$ cat config.mk
export PLATFORM = sky130hd
export DESIGN_NAME = radix_text_to_integer_core_flat
export DESIGN_NICKNAME = d
export VERILOG_FILES = /design/src/sv/rtti_pkg.sv /design/src/sv/rtti_in_if.sv /design/src/sv/rtti_out_if.sv /design/src/sv/radix_text_to_integer_core.sv /design/src/sv/rtti_step.sv /design/src/sv/rtti_emit.sv /design/src/flat_wrapper.sv
export SDC_FILE = /design/constraint.sdc
export NUM_CORES = 1
export LEC_CHECK = 0
export BUFFER_PORTS_ARGS = -buffer_cell sky130_fd_sc_hd__buf_2
export CAP_MARGIN = 20
export CORE_ASPECT_RATIO = 0.8
export CORE_UTILIZATION = 35
export CTS_CLUSTER_DIAMETER = 50
export DETAILED_ROUTE_END_ITERATION = 16
export HOLD_SLACK_MARGIN = 0.1
export PLACE_DENSITY_LB_ADDON = 0.12
export SYNTH_ARGS = -nofsm -noshare
export SYNTH_HDL_FRONTEND = slang
export SYNTH_HIERARCHICAL = 1
export SYNTH_SLANG_ARGS = --single-unit
$ cat constraint.sdc
create_clock -name clk -period 31.3 [get_ports clk]
set_clock_uncertainty 0.2 [all_clocks]
set_input_delay 1.565 -clock clk [delete_from_list [all_inputs] [get_ports clk]]
set_output_delay 1.565 -clock clk [all_outputs]
set_load 0.05 [all_outputs]
$ cat src/sv/rtti_pkg.sv
// Shared types, constants and character helpers for the radix text-to-integer core.
// No dependencies; design files use scoped names into it, the testbench imports it.
`timescale 1ns / 1ps
`default_nettype none

package rtti_pkg;

  localparam int VALUE_BITS_DEF    = 32;
  localparam int POSITION_BITS_DEF = 16;

  localparam int CH_W    = 8;
  localparam int RADIX_W = 6;
  localparam int VALUE_W = 33;
  localparam int END_W   = 16;
  localparam int DIGIT_W = 7;

  localparam logic [CH_W-1:0] CH_SPACE = 8'h20;
  localparam logic [CH_W-1:0] CH_HT    = 8'h09;
  localparam logic [CH_W-1:0] CH_CR    = 8'h0D;
  localparam logic [CH_W-1:0] CH_PLUS  = 8'h2B;
  localparam logic [CH_W-1:0] CH_MINUS = 8'h2D;
  localparam logic [CH_W-1:0] CH_ZERO  = 8'h30;
  localparam logic [CH_W-1:0] CH_NINE  = 8'h39;
  localparam logic [CH_W-1:0] CH_UC_A  = 8'h41;
  localparam logic [CH_W-1:0] CH_UC_X  = 8'h58;
  localparam logic [CH_W-1:0] CH_UC_Z  = 8'h5A;
  localparam logic [CH_W-1:0] CH_LC_A  = 8'h61;
  localparam logic [CH_W-1:0] CH_LC_X  = 8'h78;
  localparam logic [CH_W-1:0] CH_LC_Z  = 8'h7A;

  localparam logic [RADIX_W-1:0] BASE_DETECT = 6'd0;
  localparam logic [RADIX_W-1:0] BASE_OCT    = 6'd8;
  localparam logic [RADIX_W-1:0] BASE_DEC    = 6'd10;
  localparam logic [RADIX_W-1:0] BASE_HEX    = 6'd16;
  localparam logic [RADIX_W-1:0] BASE_MAX    = 6'd36;

  // digit value of a non-alphanumeric character; above any legal base
  localparam logic [DIGIT_W-1:0] NOT_DIGIT = 7'd99;

  typedef enum logic [2:0] {
    PH_IDLE,
    PH_SPACE,
    PH_SIGN,
    PH_ZERO,
    PH_PREFIX,
    PH_DIGITS
  } phase_t;

  typedef struct packed {
    phase_t             phase;
    logic               negative;
    logic [RADIX_W-1:0] base;
    logic               overflowed;
    logic               seen_digit;
  } ctl_t;

  function automatic logic is_space(input logic [CH_W-1:0] c);
    return (c == CH_SPACE) || (c >= CH_HT && c <= CH_CR);
  endfunction

  function automatic logic [DIGIT_W-1:0] digit_value(input logic [CH_W-1:0] c);
    logic [CH_W-1:0] t;
    t = NOT_DIGIT;
    if (c >= CH_ZERO && c <= CH_NINE) t = c - CH_ZERO;
    else if (c >= CH_UC_A && c <= CH_UC_Z) t = c - CH_UC_A + 8'd10;
    else if (c >= CH_LC_A && c <= CH_LC_Z) t = c - CH_LC_A + 8'd10;
    return t[DIGIT_W-1:0];
  endfunction

endpackage

`default_nettype wire

$ cat src/sv/rtti_in_if.sv
// Character channel: valid/ready handshake with one character per beat.
// Depends on rtti_pkg for field widths.
`timescale 1ns / 1ps
`default_nettype none

interface rtti_in_if;
  logic                        valid;
  logic                        ready;
  logic [rtti_pkg::CH_W-1:0]    ch;
  logic                        start_req;
  logic [rtti_pkg::RADIX_W-1:0] radix;

  modport source (output valid, output ch, output start_req, output radix, input ready);
  modport sink   (input valid, input ch, input start_req, input radix, output ready);
endinterface

`default_nettype wire

$ cat src/sv/rtti_out_if.sv
// Result channel: valid/ready handshake with one conversion result per beat.
// Depends on rtti_pkg for field widths.
`timescale 1ns / 1ps
`default_nettype none

interface rtti_out_if;
  logic                               valid;
  logic                               ready;
  logic signed [rtti_pkg::VALUE_W-1:0] value;
  logic                               range_error;
  logic [rtti_pkg::END_W-1:0]          end_offset;

  modport source (output valid, output value, output range_error, output end_offset,
                  input ready);
  modport sink   (input valid, input value, input range_error, input end_offset,
                  output ready);
endinterface

`default_nettype wire

$ cat src/sv/radix_text_to_integer_core.sv
// Streaming text-to-integer converter (strtol/strtoul style), top level.
// Depends on rtti_pkg, rtti_in_if, rtti_out_if, rtti_step and rtti_emit.
//
// Usage:
//   din  carries one character per beat. A beat with start_req high begins a new
//        string and supplies its radix (0 detects, 2..36 fixed). Beats without
//        start_req while no string is open are dropped.
//   dout carries one result per finished string: value, range_error, end_offset.
//        A string finishes on the first non-digit past blanks, sign and prefix;
//        an illegal radix finishes it on the start beat with a no-conversion result.
//   cfg_we/cfg_wdata write unsigned_mode; write it only while no string is open.
// Timing:
//   One character per cycle sustained while dout is not stalled. A beat is held in
//   the input register, then the parse step updates the state and loads the result
//   register, which raises dout.valid for the terminating character.
//   The single multiply-add with its limit compare sets the cycle time.
// Reset (rst, synchronous) drops both registers, clears the parser state to idle
// and sets signed mode. When dout stalls with a result held, the character in the
// input register waits and din.ready falls until the result is taken.
`timescale 1ns / 1ps
`default_nettype none

module radix_text_to_integer_core #(
  parameter int VALUE_BITS    = rtti_pkg::VALUE_BITS_DEF,
  parameter int POSITION_BITS = rtti_pkg::POSITION_BITS_DEF
) (
  input  wire logic clk,
  input  wire logic rst,
  rtti_in_if.sink   din,
  rtti_out_if.source dout,
  input  wire logic cfg_we,
  input  wire logic cfg_wdata
);

  // input register
  logic                        iv;
  logic [rtti_pkg::CH_W-1:0]    ch;
  logic                        start_req;
  logic [rtti_pkg::RADIX_W-1:0] radix;

  // parser state
  logic                        unsigned_mode;
  rtti_pkg::ctl_t              ctl;
  logic [VALUE_BITS-1:0]       acc;
  logic [POSITION_BITS-1:0]    pos;

  // result register
  logic                               ov;
  logic signed [rtti_pkg::VALUE_W-1:0] value;
  logic                               range_error;
  logic [rtti_pkg::END_W-1:0]          end_offset;

  rtti_pkg::ctl_t                     ctl_next;
  logic [VALUE_BITS-1:0]              acc_next;
  logic [POSITION_BITS-1:0]           pos_next;
  logic [POSITION_BITS-1:0]           emit_pos;
  logic                               emit;
  logic signed [rtti_pkg::VALUE_W-1:0] value_next;
  logic                               range_error_next;
  logic [rtti_pkg::END_W-1:0]          end_offset_next;
  logic                               go;

  assign go        = iv && (!ov || dout.ready);
  assign din.ready = !iv || go;

  rtti_step #(
    .VALUE_BITS   (VALUE_BITS),
    .POSITION_BITS(POSITION_BITS)
  ) u_step (
    .ch           (ch),
    .start_req    (start_req),
    .radix        (radix),
    .unsigned_mode(unsigned_mode),
    .ctl          (ctl),
    .acc          (acc),
    .pos          (pos),
    .ctl_next     (ctl_next),
    .acc_next     (acc_next),
    .pos_next     (pos_next),
    .emit_pos     (emit_pos),
    .emit         (emit)
  );

  // formats from the state as it stands when the terminating character is seen
  rtti_emit #(
    .VALUE_BITS   (VALUE_BITS),
    .POSITION_BITS(POSITION_BITS)
  ) u_emit (
    .unsigned_mode(unsigned_mode),
    .ctl          (ctl_next),
    .acc          (acc_next),
    .pos          (emit_pos),
    .value        (value_next),
    .range_error  (range_error_next),
    .end_offset   (end_offset_next)
  );

  always_ff @(posedge clk) begin
    if (rst) begin
      iv            <= 1'b0;
      ov            <= 1'b0;
      unsigned_mode <= 1'b0;
      ctl           <= '{phase: rtti_pkg::PH_IDLE, negative: 1'b0, base: '0,
                         overflowed: 1'b0, seen_digit: 1'b0};
      acc           <= '0;
      pos           <= '0;
    end else begin
      if (cfg_we) unsigned_mode <= cfg_wdata;
      if (din.ready) iv <= din.valid;
      if (go) begin
        ctl <= ctl_next;
        acc <= acc_next;
        pos <= pos_next;
      end
      if (go && emit) ov <= 1'b1;
      else if (dout.ready) ov <= 1'b0;
    end
  end

  always_ff @(posedge clk) begin
    if (din.ready && din.valid) begin
      ch        <= din.ch;
      start_req <= din.start_req;
      radix     <= din.radix;
    end
    if (go && emit) begin
      value       <= value_next;
      range_error <= range_error_next;
      end_offset  <= end_offset_next;
    end
  end

  assign dout.valid       = ov;
  assign dout.value       = value;
  assign dout.range_error = range_error;
  assign dout.end_offset  = end_offset;

endmodule

`default_nettype wire

$ cat src/sv/rtti_step.sv
// Per-character parser step: next phase, base, accumulator and position.
// Combinational; one multiply-add and limit compare. Depends on rtti_pkg.
`timescale 1ns / 1ps
`default_nettype none

module rtti_step #(
  parameter int VALUE_BITS    = rtti_pkg::VALUE_BITS_DEF,
  parameter int POSITION_BITS = rtti_pkg::POSITION_BITS_DEF
) (
  input  wire logic [rtti_pkg::CH_W-1:0]    ch,
  input  wire logic                        start_req,
  input  wire logic [rtti_pkg::RADIX_W-1:0] radix,
  input  wire logic                        unsigned_mode,
  input  wire rtti_pkg::ctl_t              ctl,
  input  wire logic [VALUE_BITS-1:0]       acc,
  input  wire logic [POSITION_BITS-1:0]    pos,
  output rtti_pkg::ctl_t                   ctl_next,
  output logic [VALUE_BITS-1:0]            acc_next,
  output logic [POSITION_BITS-1:0]         pos_next,
  output logic [POSITION_BITS-1:0]         emit_pos,
  output logic                             emit
);

  localparam int PW = VALUE_BITS + rtti_pkg::RADIX_W;

  rtti_pkg::ctl_t                s;
  logic [VALUE_BITS-1:0]         a;
  logic [POSITION_BITS-1:0]      p;
  logic [VALUE_BITS-1:0]         lim;
  logic [rtti_pkg::RADIX_W-1:0]  b_eff;
  logic [rtti_pkg::DIGIT_W-1:0]  d;
  logic                          is_digit;
  logic [PW-1:0]                 prod;
  logic                          prod_over;
  logic                          bad_radix;
  logic                          zero_lead;
  logic                          do_take;

  always_comb begin
    // state after a start beat, before this character is looked at
    s = ctl;
    a = acc;
    p = pos;
    bad_radix = (radix == rtti_pkg::RADIX_W'(1)) || (radix > rtti_pkg::BASE_MAX);
    if (start_req) begin
      s.negative   = 1'b0;
      s.overflowed = 1'b0;
      s.seen_digit = 1'b0;
      a            = '0;
      p            = '0;
      s.base       = bad_radix ? rtti_pkg::BASE_DETECT : radix;
      s.phase      = bad_radix ? rtti_pkg::PH_IDLE : rtti_pkg::PH_SPACE;
    end
  end

  // base used if this character is taken as a digit
  always_comb begin
    if (s.phase == rtti_pkg::PH_ZERO && s.base == rtti_pkg::BASE_DETECT) begin
      b_eff = rtti_pkg::BASE_OCT;
    end else if (s.base < rtti_pkg::RADIX_W'(2)) begin
      b_eff = rtti_pkg::BASE_DEC;
    end else begin
      b_eff = s.base;
    end
  end

  always_comb begin
    lim = '1;
    if (!unsigned_mode) begin
      lim = s.negative ? (VALUE_BITS'(1) << (VALUE_BITS - 1)) : ('1 >> 1);
    end
  end

  assign d         = rtti_pkg::digit_value(ch);
  assign is_digit  = d < {1'b0, b_eff};
  assign prod      = PW'(a) * PW'(b_eff) + PW'(d[rtti_pkg::RADIX_W-1:0]);
  assign prod_over = prod > PW'(lim);
  assign zero_lead = (s.base == rtti_pkg::BASE_DETECT || s.base == rtti_pkg::BASE_HEX)
                     && ch == rtti_pkg::CH_ZERO;

  always_comb begin
    ctl_next = s;
    acc_next = a;
    pos_next = p;
    emit_pos = p;
    emit     = 1'b0;
    do_take  = 1'b0;

    if (start_req && bad_radix) begin
      emit = 1'b1;
    end else if (s.phase != rtti_pkg::PH_IDLE) begin
      case (s.phase)
        rtti_pkg::PH_SPACE: begin
          if (rtti_pkg::is_space(ch)) begin
            ctl_next.phase = rtti_pkg::PH_SPACE;
          end else if (ch == rtti_pkg::CH_MINUS) begin
            ctl_next.negative = 1'b1;
            ctl_next.phase    = rtti_pkg::PH_SIGN;
          end else if (ch == rtti_pkg::CH_PLUS) begin
            ctl_next.phase = rtti_pkg::PH_SIGN;
          end else if (zero_lead) begin
            ctl_next.phase = rtti_pkg::PH_ZERO;
          end else begin
            do_take = 1'b1;
          end
        end
        rtti_pkg::PH_SIGN: begin
          if (zero_lead) ctl_next.phase = rtti_pkg::PH_ZERO;
          else do_take = 1'b1;
        end
        rtti_pkg::PH_ZERO: begin
          if (ch == rtti_pkg::CH_LC_X || ch == rtti_pkg::CH_UC_X) begin
            ctl_next.base  = rtti_pkg::BASE_HEX;
            ctl_next.phase = rtti_pkg::PH_PREFIX;
          end else begin
            // the leading zero counts as a digit
            ctl_next.seen_digit = 1'b1;
            do_take             = 1'b1;
          end
        end
        default: begin
          do_take = 1'b1;
        end
      endcase

      if (do_take) begin
        ctl_next.base = b_eff;
        if (!is_digit) begin
          emit           = 1'b1;
          ctl_next.phase = rtti_pkg::PH_IDLE;
        end else begin
          if (s.overflowed || prod_over) ctl_next.overflowed = 1'b1;
          else acc_next = prod[VALUE_BITS-1:0];
          ctl_next.seen_digit = 1'b1;
          ctl_next.phase      = rtti_pkg::PH_DIGITS;
        end
      end

      if (p != '1) pos_next = p + POSITION_BITS'(1);
    end
  end

endmodule

`default_nettype wire

$ cat src/sv/rtti_emit.sv
// Result formatting: saturation, sign application and end offset clamp.
// Combinational; depends on rtti_pkg.
`timescale 1ns / 1ps
`default_nettype none

module rtti_emit #(
  parameter int VALUE_BITS    = rtti_pkg::VALUE_BITS_DEF,
  parameter int POSITION_BITS = rtti_pkg::POSITION_BITS_DEF
) (
  input  wire logic                         unsigned_mode,
  input  wire rtti_pkg::ctl_t               ctl,
  input  wire logic [VALUE_BITS-1:0]        acc,
  input  wire logic [POSITION_BITS-1:0]     pos,
  output logic signed [rtti_pkg::VALUE_W-1:0] value,
  output logic                              range_error,
  output logic [rtti_pkg::END_W-1:0]         end_offset
);

  localparam int EW = (VALUE_BITS > rtti_pkg::VALUE_W) ? VALUE_BITS : rtti_pkg::VALUE_W;
  localparam int XW = (POSITION_BITS > rtti_pkg::END_W) ? POSITION_BITS : rtti_pkg::END_W;

  logic [VALUE_BITS-1:0] lim;
  logic [EW-1:0]         limx;
  logic [EW-1:0]         accx;
  logic [EW-1:0]         v;
  logic [XW-1:0]         posx;
  logic                  over;

  always_comb begin
    lim = '1;
    if (!unsigned_mode) begin
      lim = ctl.negative ? (VALUE_BITS'(1) << (VALUE_BITS - 1)) : ('1 >> 1);
    end
  end

  assign limx = EW'(lim);
  assign accx = EW'(acc);
  assign over = ctl.overflowed || (acc > lim);
  assign posx = XW'(pos);

  always_comb begin
    v           = '0;
    range_error = 1'b0;
    end_offset  = '0;
    if (ctl.seen_digit) begin
      end_offset = (posx > XW'({rtti_pkg::END_W{1'b1}})) ? '1 : posx[rtti_pkg::END_W-1:0];
      if (over) begin
        range_error = 1'b1;
        v = (!unsigned_mode && ctl.negative) ? (EW'(0) - limx) : limx;
      end else begin
        v = ctl.negative ? (EW'(0) - accx) : accx;
        // unsigned mode wraps a negated value to VALUE_BITS
        if (unsigned_mode) v = v & limx;
      end
    end
  end

  assign value = v[rtti_pkg::VALUE_W-1:0];

endmodule

`default_nettype wire

$ cat src/flat_wrapper.sv
// flat-port wrapper written by rule: the top's interface ports become plain ports
module radix_text_to_integer_core_flat 
#(
  parameter int VALUE_BITS    = rtti_pkg::VALUE_BITS_DEF,
  parameter int POSITION_BITS = rtti_pkg::POSITION_BITS_DEF
)
  (clk, rst, cfg_we, cfg_wdata, din_valid, din_ch, din_start_req, din_radix, din_ready, dout_valid, dout_value, dout_range_error, dout_end_offset, dout_ready);
  rtti_in_if din_i ();
  rtti_out_if dout_i ();
  input  wire logic clk;
  input  wire logic rst;
  input  wire logic cfg_we;
  input  wire logic cfg_wdata;
  input wire logic [$bits(din_i.valid)-1:0] din_valid;
  input wire logic [$bits(din_i.ch)-1:0] din_ch;
  input wire logic [$bits(din_i.start_req)-1:0] din_start_req;
  input wire logic [$bits(din_i.radix)-1:0] din_radix;
  output wire logic [$bits(din_i.ready)-1:0] din_ready;
  output wire logic [$bits(dout_i.valid)-1:0] dout_valid;
  output wire logic [$bits(dout_i.value)-1:0] dout_value;
  output wire logic [$bits(dout_i.range_error)-1:0] dout_range_error;
  output wire logic [$bits(dout_i.end_offset)-1:0] dout_end_offset;
  input wire logic [$bits(dout_i.ready)-1:0] dout_ready;
  assign din_i.valid = din_valid;
  assign din_i.ch = din_ch;
  assign din_i.start_req = din_start_req;
  assign din_i.radix = din_radix;
  assign din_ready = din_i.ready;
  assign dout_valid = dout_i.valid;
  assign dout_value = dout_i.value;
  assign dout_range_error = dout_i.range_error;
  assign dout_end_offset = dout_i.end_offset;
  assign dout_i.ready = dout_ready;
  radix_text_to_integer_core #(.VALUE_BITS(VALUE_BITS), .POSITION_BITS(POSITION_BITS)) u_core (.clk(clk), .rst(rst), .din(din_i), .dout(dout_i), .cfg_we(cfg_we), .cfg_wdata(cfg_wdata));
endmodule
==> flow_summary.json <==
{
  "synth_area_um2": 15600,
  "clock-sinks": 128,
  "worst_setup_path_start_kind": "flop",
  "io_pins": 73,
  "drt-initial-drc-count": 852,
  "std_cell_rows": 68,
  "synth_edf_count": 65,
  "dieArea_um2": 45400,
  "grt_max_degree": 124,
  "ys_types": 83,
  "tns_ns": 0,
  "cts_hold_buf": 0,
  "synthXorXnorAreaFrac": 0.0444,
  "p_leak_nw": 7.51,
  "cp.required_ns": 31.25,
  "place.gp.congestion": 0.932,
  "rsz0062_at_grt": "no",
  "drv_slew": 0,
  "syn_inst": 1746,
  "power_w": 0.000444,
  "synth_top_family_by_area": "adder cells",
  "worstMarginPinSlew_ns": 0.999,
  "outcome": "finished clean",
  "top_usage_layer": "met1",
  "cts_buffers": 17,
  "peakVddDrop_uv": 37.8,
  "muxShareOfSynthArea": 0.0737,
  "core_um2": 43600,
  "cp_num_buf_inv": 9,
  "grt_pass1_wl_mm": 71.3,
  "synthArstFlopShare": 0,
  "final_cell_mix": "160 x nand2_1, 150 x nor2_1, 132 x ha_1",
  "wirelength_mm": 44.8,
  "cts_tree": "done",
  "synth_seq_cells": 128,
  "cp_slowest_cell": "and2b_1",
  "clk_latency_ns": 0.44,
  "period_share": 0.435,
  "grt_use_met1": 0.327,
  "gr-usage-met3": 0.0233,
  "yosys.area_share.adder": 0.265,
  "grt_use_met2": 0.283,
  "utilization": 0.390,
  "ant_nets": 0,
  "syn_avg_cell_area_um2": 8.93,
  "crit_top_cell": "inv_1",
  "dp_hpwl_mm": 35.2,
  "dr.pass1.iters": 5,
  "synthSimpleGateAreaFrac": 0.244,
  "yosys_warnings": 6,
  "cts_resized": 0,
  "wire_per_inst_um": 18.8,
  "critPathTopFamily": "simple AND/OR/NAND/NOR gates",
  "critPathMaxStageDelay_ns": 0.97,
  "die_x_um": 238,
  "root_buffer": "clkbuf_16",
  "area_growth_pct": 8.99,
  "grt.total_usage": 0.203,
  "grt.overflow.total": 0,
  "relSlewSlack": 0.315,
  "cap_violations": 0,
  "finalHoldViolCount": 0,
  "power.density_nw_per_um2": 26.1,
  "critPathArrivalTime_ns": 13.56,
  "layout-drive-gt1-share": 0.0999,
  "synth_flop_cell": "edfxtp_1",
  "antenna_found_initial": 2,
  "port_buffers": 72,
  "fin_crit_ns": 13.61,
  "syn_nets": 2023,
  "vias": 12619,
  "worst_slack_ns": 17.69,
  "synth-seq-area-share": 0.206,
  "dp_slack_ns": 17.25,
  "setup_viol": 0,
  "grt_pass1_vias": 12438,
  "dieHeight_um": 191,
  "synth_compound_area_frac": 0.115,
  "layout_commonest_cell": "nand2_1",
  "post_cts_buffers": 0,
  "critical_path.max_fanout": 66,
  "routed_via_density": 5.30,
  "critPathKind": "flop to flop",
  "hold_class": "flop to flop",
  "clk_pin_slew_ns": 0.07,
  "fin_nets": 2045,
  "cts.htree.levels": 4,
  "start_util": 0.358,
  "drc": 0,
  "clockBufferDepth": 2,
  "end_kind": "flop",
  "max_freq_ghz": 0.0735
}
-- cells in the mapped netlist (all sizes together) (6+ instances only) --
cell type | count | area share
fa | 124 | 0.16
xnor2 | 36 | 0.020
o41ai | 10 | 0.0061
nand2b | 131 | 0.053
nand3 | 24 | 0.0077
o211ai | 7 | 0.0034
a211oi | 9 | 0.0043
o31ai | 9 | 0.0047
mux2i | 68 | 0.044
or2 | 7 | 0.0028
and3 | 6 | 0.0024
inv | 86 | 0.021
nor2 | 151 | 0.036
mux2 | 33 | 0.030
or3 | 8 | 0.0032
nand2 | 161 | 0.039
xor2 | 43 | 0.024
o21ai | 55 | 0.018
and2 | 96 | 0.039
ha | 132 | 0.11
buf | 27 | 0.017
dfxtp | 63 | 0.081
a21oi | 103 | 0.033
edfxtp | 65 | 0.13
nor4 | 10 | 0.0040
clkbuf | 56 | 0.013
nor2b | 54 | 0.022
or4 | 9 | 0.0048
a31oi | 12 | 0.0048
a21o | 21 | 0.010
nor3 | 27 | 0.0087
nand4 | 31 | 0.012
-- state kept, by name, indices dropped and copies added, names as in the netlist --
name                     count
u_core/dout.end_offset      16
u_core/start_req             1
u_core/iv                    1
u_core/ch                    8
u_core/radix                 6
u_core/pos                  16
u_core/acc                  32
u_core/ctl                  12
u_core/dout.valid            1
u_core/dout.value           33
u_core/unsigned_mode         1
u_core/dout.range_error      1
-- worst min-delay path: stages, from the launching register on --
cell,delay (ns)
dfxtp_1,0.31
nand2b_1,0.06
mux2i_1,0.06
-- where the power goes --
| part | switching (W) | internal [W] | total [W] |
|---|---|---|---|
| clock | 0.0000795 | 0.000123 | 0.000203 |
| combinational | 0.0000399 | 0.0000165 | 0.0000564 |
| sequential | 0.00000380 | 0.000181 | 0.000185 |
| total | 0.000123 | 0.000321 | 0.000444 |
-- metrics by stage --
stage,hold WS (ns),instances,area (µm²)
finish,0.276,2380,17000
floorplan,0.244,1746,15600
global route,0.296,2376,17000
CTS,0.278,2375,17000
global placement,0.254,2342,16300
detailed placement,0.263,2343,16400
-- per-layer routing --
metal  vias to the layer above  share of wire  wire (µm)
li1                       6078              -          -
met1                      6188           0.54      24400
met2                       324           0.39      17500
met3                        29          0.054       2440
met4                         0          0.012        556
met5                         -              0          0
-- kinds of logic after synthesis --
kind of cell | count (synthesis)
compound gates | 279
xor+xnor | 79
fa+ha+maj | 256
buf+inv | 170
flops | 128
mux | 101
simple gates | 733
-- final timing paths --
path	to	slack, ns	depth (start not counted)	startpoint
setup / recovery	u_core/dout.value[3]	17.69	42	u_core/start_req
hold / removal	u_core/ctl[2]	0.28	2	u_core/ctl[2]
setup reg to reg	u_core/dout.value[3]	17.69	42	u_core/start_req
hold reg to reg	u_core/ctl[2]	0.28	2	u_core/ctl[2]
-- layout make-up --
| type | count | area, µm² |
|---|---|---|
| clock inverter | 11 | 95.1 |
| inverter | 87 | 327 |
| clock buffer | 21 | 503 |
| timing repair buffer | 86 | 505 |
| multi-input combinational | 1448 | 11600 |
| fill | 4457 | 26600 |
| sequential | 128 | 3210 |
| tap | 595 | 744 |
| antenna | 4 | 10.0 |
No activity file was read; power rests on OpenSTA's default activity.
